[config.mk]
export PLATFORM = sky130hd
export DESIGN_NAME = aescbc_ctrl
export DESIGN_NICKNAME = d
export VERILOG_FILES = /design/src/design/aescbc_pkg.sv /design/src/design/aescbc_ctrl.sv
export SDC_FILE = /design/constraint.sdc
export NUM_CORES = 1
export LEC_CHECK = 0
export BUFFER_PORTS_ARGS = -buffer_cell sky130_fd_sc_hd__buf_2
export CAP_MARGIN = 20
export CORE_UTILIZATION = 45
export DETAILED_ROUTE_END_ITERATION = 12
export MAX_ROUTING_LAYER = met4
export PLACE_DENSITY = 0.67
export SYNTH_ARGS = -nofsm -noshare
export SYNTH_HDL_FRONTEND = slang
export SYNTH_SLANG_ARGS = --single-unit
[constraint.sdc]
create_clock -name clk -period 2.3 [get_ports clk]
set_input_delay 0.46 -clock clk [delete_from_list [all_inputs] [get_ports clk]]
set_output_delay 0.46 -clock clk [all_outputs]
set_load 0.03 [all_outputs]
[src/design/aescbc_pkg.sv]
// aescbc_pkg: shared types, constants and round functions for the aes-128 cbc block.
// No dependencies. Used by aescbc_ctrl, aescbc_dp and aes128_cbc_block_cipher.
package aescbc_pkg;

  localparam int CfgIdxW = 8;
  localparam int NumRounds = 10;
  localparam int KeyIdxW = 4;

  localparam logic [CfgIdxW-1:0] REG_KEY_HIGH = 8'd0;
  localparam logic [CfgIdxW-1:0] REG_KEY_LOW  = 8'd1;
  localparam logic [CfgIdxW-1:0] REG_IV_HIGH  = 8'd2;
  localparam logic [CfgIdxW-1:0] REG_IV_LOW   = 8'd3;

  localparam logic MODE_ENC = 1'b0;
  localparam logic MODE_DEC = 1'b1;

  localparam logic [7:0] RC_FIRST = 8'h01;
  localparam logic [7:0] GF_POLY  = 8'h1b;

  localparam logic [2047:0] SBOX_TBL = {
    128'h637c777bf26b6fc53001672bfed7ab76, 128'hca82c97dfa5947f0add4a2af9ca472c0,
    128'hb7fd9326363ff7cc34a5e5f171d83115, 128'h04c723c31896059a071280e2eb27b275,
    128'h09832c1a1b6e5aa0523bd6b329e32f84, 128'h53d100ed20fcb15b6acbbe394a4c58cf,
    128'hd0efaafb434d338545f9027f503c9fa8, 128'h51a3408f929d38f5bcb6da2110fff3d2,
    128'hcd0c13ec5f974417c4a77e3d645d1973, 128'h60814fdc222a908846eeb814de5e0bdb,
    128'he0323a0a4906245cc2d3ac629195e479, 128'he7c8376d8dd54ea96c56f4ea657aae08,
    128'hba78252e1ca6b4c6e8dd741f4bbd8b8a, 128'h703eb5664803f60e613557b986c11d9e,
    128'he1f8981169d98e949b1e87e9ce5528df, 128'h8ca1890dbfe6426841992d0fb054bb16};

  localparam logic [2047:0] ISBOX_TBL = {
    128'h52096ad53036a538bf40a39e81f3d7fb, 128'h7ce339829b2fff87348e4344c4dee9cb,
    128'h547b9432a6c2233dee4c950b42fac34e, 128'h082ea16628d924b2765ba2496d8bd125,
    128'h72f8f66486689816d4a45ccc5d65b692, 128'h6c704850fdedb9da5e154657a78d9d84,
    128'h90d8ab008cbcd30af7e45805b8b34506, 128'hd02c1e8fca3f0f02c1afbd0301138a6b,
    128'h3a9111414f67dcea97f2cfcef0b4e673, 128'h96ac7422e7ad3585e2f937e81c75df6e,
    128'h47f11a711d29c5896fb7620eaa18be1b, 128'hfc563e4bc6d279209adbc0fe78cd5af4,
    128'h1fdda8338807c731b11210592780ec5f, 128'h60517fa919b54a0d2de57a9f93c99cef,
    128'ha0e03b4dae2af5b0c8ebbb3c83539961, 128'h172b047eba77d626e169146355210c7d};

  typedef struct packed {
    logic                accept;  // latch input beat
    logic                kinit;   // start key expansion from key registers
    logic                kstep;   // produce round key kidx
    logic                load;    // initial whitening
    logic                round;   // one cipher round
    logic                last;    // final round, write result
    logic [KeyIdxW-1:0]  kidx;
  } cmd_t;

  typedef struct packed {
    logic out_free;
    logic mode;
    logic key_wr;
  } status_t;

  function automatic logic [7:0] sbox(input logic [7:0] x);
    return SBOX_TBL[{~x, 3'b000} +: 8];
  endfunction

  function automatic logic [7:0] inv_sbox(input logic [7:0] x);
    return ISBOX_TBL[{~x, 3'b000} +: 8];
  endfunction

  function automatic logic [7:0] xt(input logic [7:0] x);
    return {x[6:0], 1'b0} ^ (x[7] ? GF_POLY : 8'h00);
  endfunction

  function automatic logic [127:0] sub_bytes(input logic [127:0] s, input logic inv);
    logic [127:0] o;
    o = '0;
    for (int i = 0; i < 16; i++) begin
      o[8*i +: 8] = inv ? inv_sbox(s[8*i +: 8]) : sbox(s[8*i +: 8]);
    end
    return o;
  endfunction

  // byte i sits at bits 127-8i down
  function automatic logic [127:0] shift_rows(input logic [127:0] s, input logic inv);
    logic [127:0] o;
    o = '0;
    for (int c = 0; c < 4; c++) begin
      for (int r = 0; r < 4; r++) begin
        if (inv) begin
          o[8*(15-(r+4*((c+r)&3))) +: 8] = s[8*(15-(r+4*c)) +: 8];
        end else begin
          o[8*(15-(r+4*c)) +: 8] = s[8*(15-(r+4*((c+r)&3))) +: 8];
        end
      end
    end
    return o;
  endfunction

  function automatic logic [31:0] mix_col(input logic [31:0] a, input logic inv);
    logic [7:0] b [4];
    logic [7:0] x2 [4];
    logic [7:0] x4 [4];
    logic [7:0] x8 [4];
    logic [7:0] m1 [4];
    logic [7:0] m2 [4];
    logic [7:0] m3 [4];
    logic [31:0] o;
    for (int k = 0; k < 4; k++) begin
      b[k]  = a[8*(3-k) +: 8];
      x2[k] = xt(b[k]);
      x4[k] = xt(x2[k]);
      x8[k] = xt(x4[k]);
      // coefficient set: fwd {2,3,1,1}, inv {14,11,13,9}
      m1[k] = inv ? (x8[k] ^ x4[k] ^ x2[k]) : x2[k];
      m2[k] = inv ? (x8[k] ^ x2[k] ^ b[k]) : (x2[k] ^ b[k]);
      m3[k] = inv ? (x8[k] ^ x4[k] ^ b[k]) : b[k];
    end
    o = '0;
    for (int r = 0; r < 4; r++) begin
      o[8*(3-r) +: 8] = m1[r] ^ m2[(r+1)&3] ^ m3[(r+2)&3]
                        ^ (inv ? (x8[(r+3)&3] ^ b[(r+3)&3]) : b[(r+3)&3]);
    end
    return o;
  endfunction

  function automatic logic [127:0] mix_columns(input logic [127:0] s, input logic inv);
    logic [127:0] o;
    o = '0;
    for (int c = 0; c < 4; c++) begin
      o[32*(3-c) +: 32] = mix_col(s[32*(3-c) +: 32], inv);
    end
    return o;
  endfunction

  function automatic logic [127:0] key_next(input logic [127:0] k, input logic [7:0] rc);
    logic [31:0] t;
    logic [31:0] n0, n1, n2, n3;
    t = {sbox(k[23:16]) ^ rc, sbox(k[15:8]), sbox(k[7:0]), sbox(k[31:24])};
    n0 = k[127:96] ^ t;
    n1 = k[95:64] ^ n0;
    n2 = k[63:32] ^ n1;
    n3 = k[31:0] ^ n2;
    return {n0, n1, n2, n3};
  endfunction

endpackage

[src/design/aescbc_ctrl.sv]
// aescbc_ctrl: sequencer for key expansion and the ten cipher rounds.
// Depends on aescbc_pkg.
module aescbc_ctrl (
  input  logic                    clk,
  input  logic                    rst_n,
  input  logic                    in_valid,
  output logic                    in_ready,
  input  aescbc_pkg::status_t     sts,
  output aescbc_pkg::cmd_t        cmd
);

  typedef enum logic [3:0] {
    S_IDLE  = 4'b0001,
    S_KEXP  = 4'b0010,
    S_LOAD  = 4'b0100,
    S_ROUND = 4'b1000
  } state_t;

  state_t state_r, state_nxt;
  logic [aescbc_pkg::KeyIdxW-1:0] cnt_r, cnt_nxt;
  logic dirty_r, dirty_nxt;
  logic acc;
  logic last_rnd;

  assign in_ready = (state_r == S_IDLE);
  assign acc      = in_valid & in_ready;
  assign last_rnd = (cnt_r == aescbc_pkg::KeyIdxW'(aescbc_pkg::NumRounds));

  always_comb begin
    state_nxt = state_r;
    cnt_nxt   = cnt_r;
    dirty_nxt = dirty_r | sts.key_wr;
    cmd       = '0;
    case (state_r)
      S_IDLE: begin
        if (acc) begin
          cmd.accept = 1'b1;
          if (dirty_r) begin
            cmd.kinit = 1'b1;
            dirty_nxt = 1'b0;
            cnt_nxt   = aescbc_pkg::KeyIdxW'(1);
            state_nxt = S_KEXP;
          end else begin
            state_nxt = S_LOAD;
          end
        end
      end
      S_KEXP: begin
        cmd.kstep = 1'b1;
        cmd.kidx  = cnt_r;
        cnt_nxt   = cnt_r + 1'b1;
        if (last_rnd) begin
          state_nxt = S_LOAD;
        end
      end
      S_LOAD: begin
        cmd.load  = 1'b1;
        cmd.kidx  = (sts.mode == aescbc_pkg::MODE_DEC)
                    ? aescbc_pkg::KeyIdxW'(aescbc_pkg::NumRounds) : '0;
        cnt_nxt   = aescbc_pkg::KeyIdxW'(1);
        state_nxt = S_ROUND;
      end
      S_ROUND: begin
        cmd.kidx = (sts.mode == aescbc_pkg::MODE_DEC)
                   ? aescbc_pkg::KeyIdxW'(aescbc_pkg::NumRounds) - cnt_r : cnt_r;
        cmd.last = last_rnd;
        // final round waits for the output register to free up
        if (!last_rnd) begin
          cmd.round = 1'b1;
          cnt_nxt   = cnt_r + 1'b1;
        end else if (sts.out_free) begin
          cmd.round = 1'b1;
          state_nxt = S_IDLE;
        end
      end
      default: begin
        state_nxt = S_IDLE;
      end
    endcase
  end

  always_ff @(posedge clk) begin
    if (!rst_n) begin
      state_r <= S_IDLE;
      cnt_r   <= '0;
      dirty_r <= 1'b1;
    end else begin
      state_r <= state_nxt;
      cnt_r   <= cnt_nxt;
      dirty_r <= dirty_nxt;
    end
  end

  a_round_cnt: assert property (@(posedge clk) disable iff (!rst_n)
    (state_r == S_ROUND) |-> (cnt_r >= 1 && cnt_r <= aescbc_pkg::NumRounds))
    else $error("round counter out of range");

  a_accept_next: assert property (@(posedge clk) disable iff (!rst_n)
    acc |=> (state_r == S_KEXP || state_r == S_LOAD))
    else $error("accepted beat did not start work");

  a_kexp_clears: assert property (@(posedge clk) disable iff (!rst_n)
    (state_r == S_KEXP) |-> !dirty_r)
    else $error("key expansion running with stale flag");

  a_last_free: assert property (@(posedge clk) disable iff (!rst_n)
    (cmd.round && cmd.last) |-> sts.out_free)
    else $error("result written over a pending beat");

endmodule

==> summary.md <==
| Metric | Value |
|---|---|
| Status | `completed` |
| Antenna Nets Post-Route | `0` |
| Switching share of power | `37.2%` |
| Syn Nets | `85` |
| Placed cell area | `737 µm²` |
| Delay-heaviest family, CP | `simple AND/OR/NAND/NOR gates` |
| Ports | `17` |
| TritonRoute pass-1 iters | `4` |
| Type of origin of the critical path | `register` |
| Synthesized instance count | `77` |
| P_sw | `0.179 mW` |
| Setup Slack @ Placement | `123 ps` |
| Cts bufs inserted | `3` |
| Largest stage delay, worst path | `600 ps` |
| Final clock skew | `1.72 ps` |
| Ys Warns | `0` |
| Post-Synthesis Cell Area | `627 µm²` |
| Fin Hold WS | `434 ps` |
| H-tree Lvls | `1` |
| Non-Filler Instances | `114` |
| Slew HR | `62.6%` |
| Cell area after layout | `791 µm²` |
| Sequential share of power | `40.4%` |
| Critical path arrival | `1750 ps` |
| Worst endpoint required time | `1840 ps` |
| Via count | `662` |
| Final setup vio count | `0` |
| Row cnt | `13` |
| Antenna Cells | `0` |
| Top Metal Used | `met4` |
| Clock-pin transition on the worst setup and hold timing paths | `60 ps` |
| Root Driver | `clkbuf_4` |
| TritonCTS clock tree | `done` |
| Final WS setup | `87.0 ps` |
| Post-synth cell types | `33` |
| Most common cell after layout, fill and taps aside | `buf_2` |
| GRT Util Overall | `24.8%` |
| TNS Setup | `0 ps` |
| Synth Flop Type | `dfxtp_1` |
| P_int | `0.301 mW` |
| Avg Vias per Cell | `5.81` |
| Clk pwr share | `24.8%` |
| Crit-path max FO | `7` |
| RSZ-0062 raised after global routing | `false` |
| Dpl cells | `108` |
| Worst-skew pair later-pin latency | `260 ps` |
| Port bufs | `16` |
| CP Class | `register to primary output` |
| Detailed-route DRC error count | `0` |
| Vias in the first global route | `530` |
| Die area | `1550 µm²` |
| Post-synth EDFFs | `0` |
| P_leak | `0.359 nW` |
| Hold Crit Class | `input port to register` |
| Master of the slowest instance on the critical path | `or4b_4` |
| Reg2reg setup slack | `560 ps` |
| Routability congestion estimate | `0.827` |
| Async set or reset register ratio after synthesis | `0%` |
| Pwr per Cell Area | `607 nW/µm²` |
| Share of cells above drive strength 1 | `37.4%` |
| Max Cap Violations | `0` |
| Count of buffer and inverter cells on the critical path | `1` |
| Slew @ Worst Pin | `559 ps` |
| Die Ht | `39.3 µm` |
| Routed length per placed instance | `13.4 µm` |
| CTS max path bufs | `2` |
| Max frequency | `0.452 GHz` |
| Most frequent cells in the layout | `buf_2, nand2_1, o21ai_1, dfxtp_1, buf_4` |
| Final WL | `1.53 mm` |
| Sink Count | `9` |
| Tmin final | `2210 ps` |
| Starting density of the core | `48.2%` |
| NumNets Final | `108` |
| Crit end category | `primary output` |
| Final core occ | `60.8%` |
| Cts hold-fix bufs | `0` |
| First-pass GRT wire length | `2.46 mm` |
| DP Wirelength | `1.13 mm` |
| Total power | `0.480 mW` |
| Met3 routed wirelength | `62 µm` |
| Final Cycle Share | `96.2%` |
| Met1 Routed Length | `738 µm` |
| Max-slew violations | `0` |
| Core ar. | `1300 µm²` |
| Grt total ovfl | `0` |
| Avg Synthesized Cell Area | `8.14 µm²` |
| Peak supply drop | `0.392 mV` |
| Synth-to-layout area growth | `26.1%` |
| Crit path cell chain | `or4b_4, a31oi_1, o21ai_1, o311ai_2, buf_4` |
| Sequential element share of the synthesized area | `28.7%` |
| Initial antenna violation count | `0` |
| Largest net degree at the start of global routing | `12` |
| Met2 routed WL | `698 µm` |
| Die width | `39.3 µm` |
| DR iter-0 viols | `16` |
| Combinational Power Share | `34.8%` |
| Flops & latches, synth | `9` |
| Final hold violation count | `0` |
==> registers in the layout (all words and copies together) (netlist names) <==
signal   count
cnt_r        4
dirty_r      1
state_r      4
==> area by class of cell <==
type | count | area, µm²
inverter | 6 | 27.5
tap | 15 | 18.8
multi-input combinational | 59 | 415
fill | 118 | 510
sequential | 9 | 183
clock buffer | 4 | 26.3
timing repair buffer | 21 | 120
==> tightest hold or removal path, stage by stage <==
cell and delay [ps]:
buf_2 70, nor2_1 30, o21ai_1 90
==> synthesized netlist by cell type, types with 2 or more instances <==
cell type / instances / area [µm²]
clkbuf_1: 2 / 7.51
nor2_1: 5 / 18.8
nand4_1: 2 / 12.5
o21ai_1: 8 / 40.0
a21oi_1: 4 / 20.0
nand3_1: 4 / 20.0
ha_1: 2 / 25.0
nor4b_2: 3 / 45.0
or4b_1: 2 / 20.0
nand2_1: 9 / 33.8
a21o_1: 2 / 15.0
inv_1: 4 / 15.0
a31oi_1: 2 / 12.5
dfxtp_1: 9 / 180
==> what timing repair did <==
item / CTS / global route
setup endpoints to repair: 4 / 2
pin swaps: 0 / 1
gates resized for setup: 4 / 1
buffers inserted: 0 / 2
==> logic make-up (layout without fill, tap and decap cells) <==
family,Yosys count,after routing,share of synthesized area [%]
flops,9,9,28.7
simple gates,32,32,31.9
compound gates,25,25,27.9
buf+inv,9,31,7.38
fa+ha+maj,2,2,3.99
==> metal layers <==
metal	track usage, %	vias to the layer above
met5	-	-
met4	12.9	0
met3	3.41	5
met2	37.5	19
met1	32.2	305
li1	-	333
==> final timing paths <==
| path | to | startpoint | cells after the start |
|---|---|---|---|
| min | dirty_r$_SDFF_PN1_ | sts[0] | 3 |
| min reg2reg | state_r[3]$_SDFFE_PN0P_ | state_r[3]$_SDFFE_PN0P_ | 2 |
| max | cmd[3] | state_r[1]$_SDFFE_PN0P_ | 5 |
| max reg2reg | cnt_r[1]$_SDFFE_PN0P_ | state_r[2]$_SDFFE_PN0P_ | 5 |
==> power groups by stage <==
stage          Combinational, mW  Sequential, mW  Clock, mW
6_report                   0.167           0.194      0.119
5_1_grt                    0.182           0.197      0.135
4_1_cts                    0.167           0.193      0.124
3_5_place_dp               0.165           0.196          0
3_3_place_gp               0.163           0.193          0
2_1_floorplan              0.120           0.190          0
(Power assumes the default switching activity.)
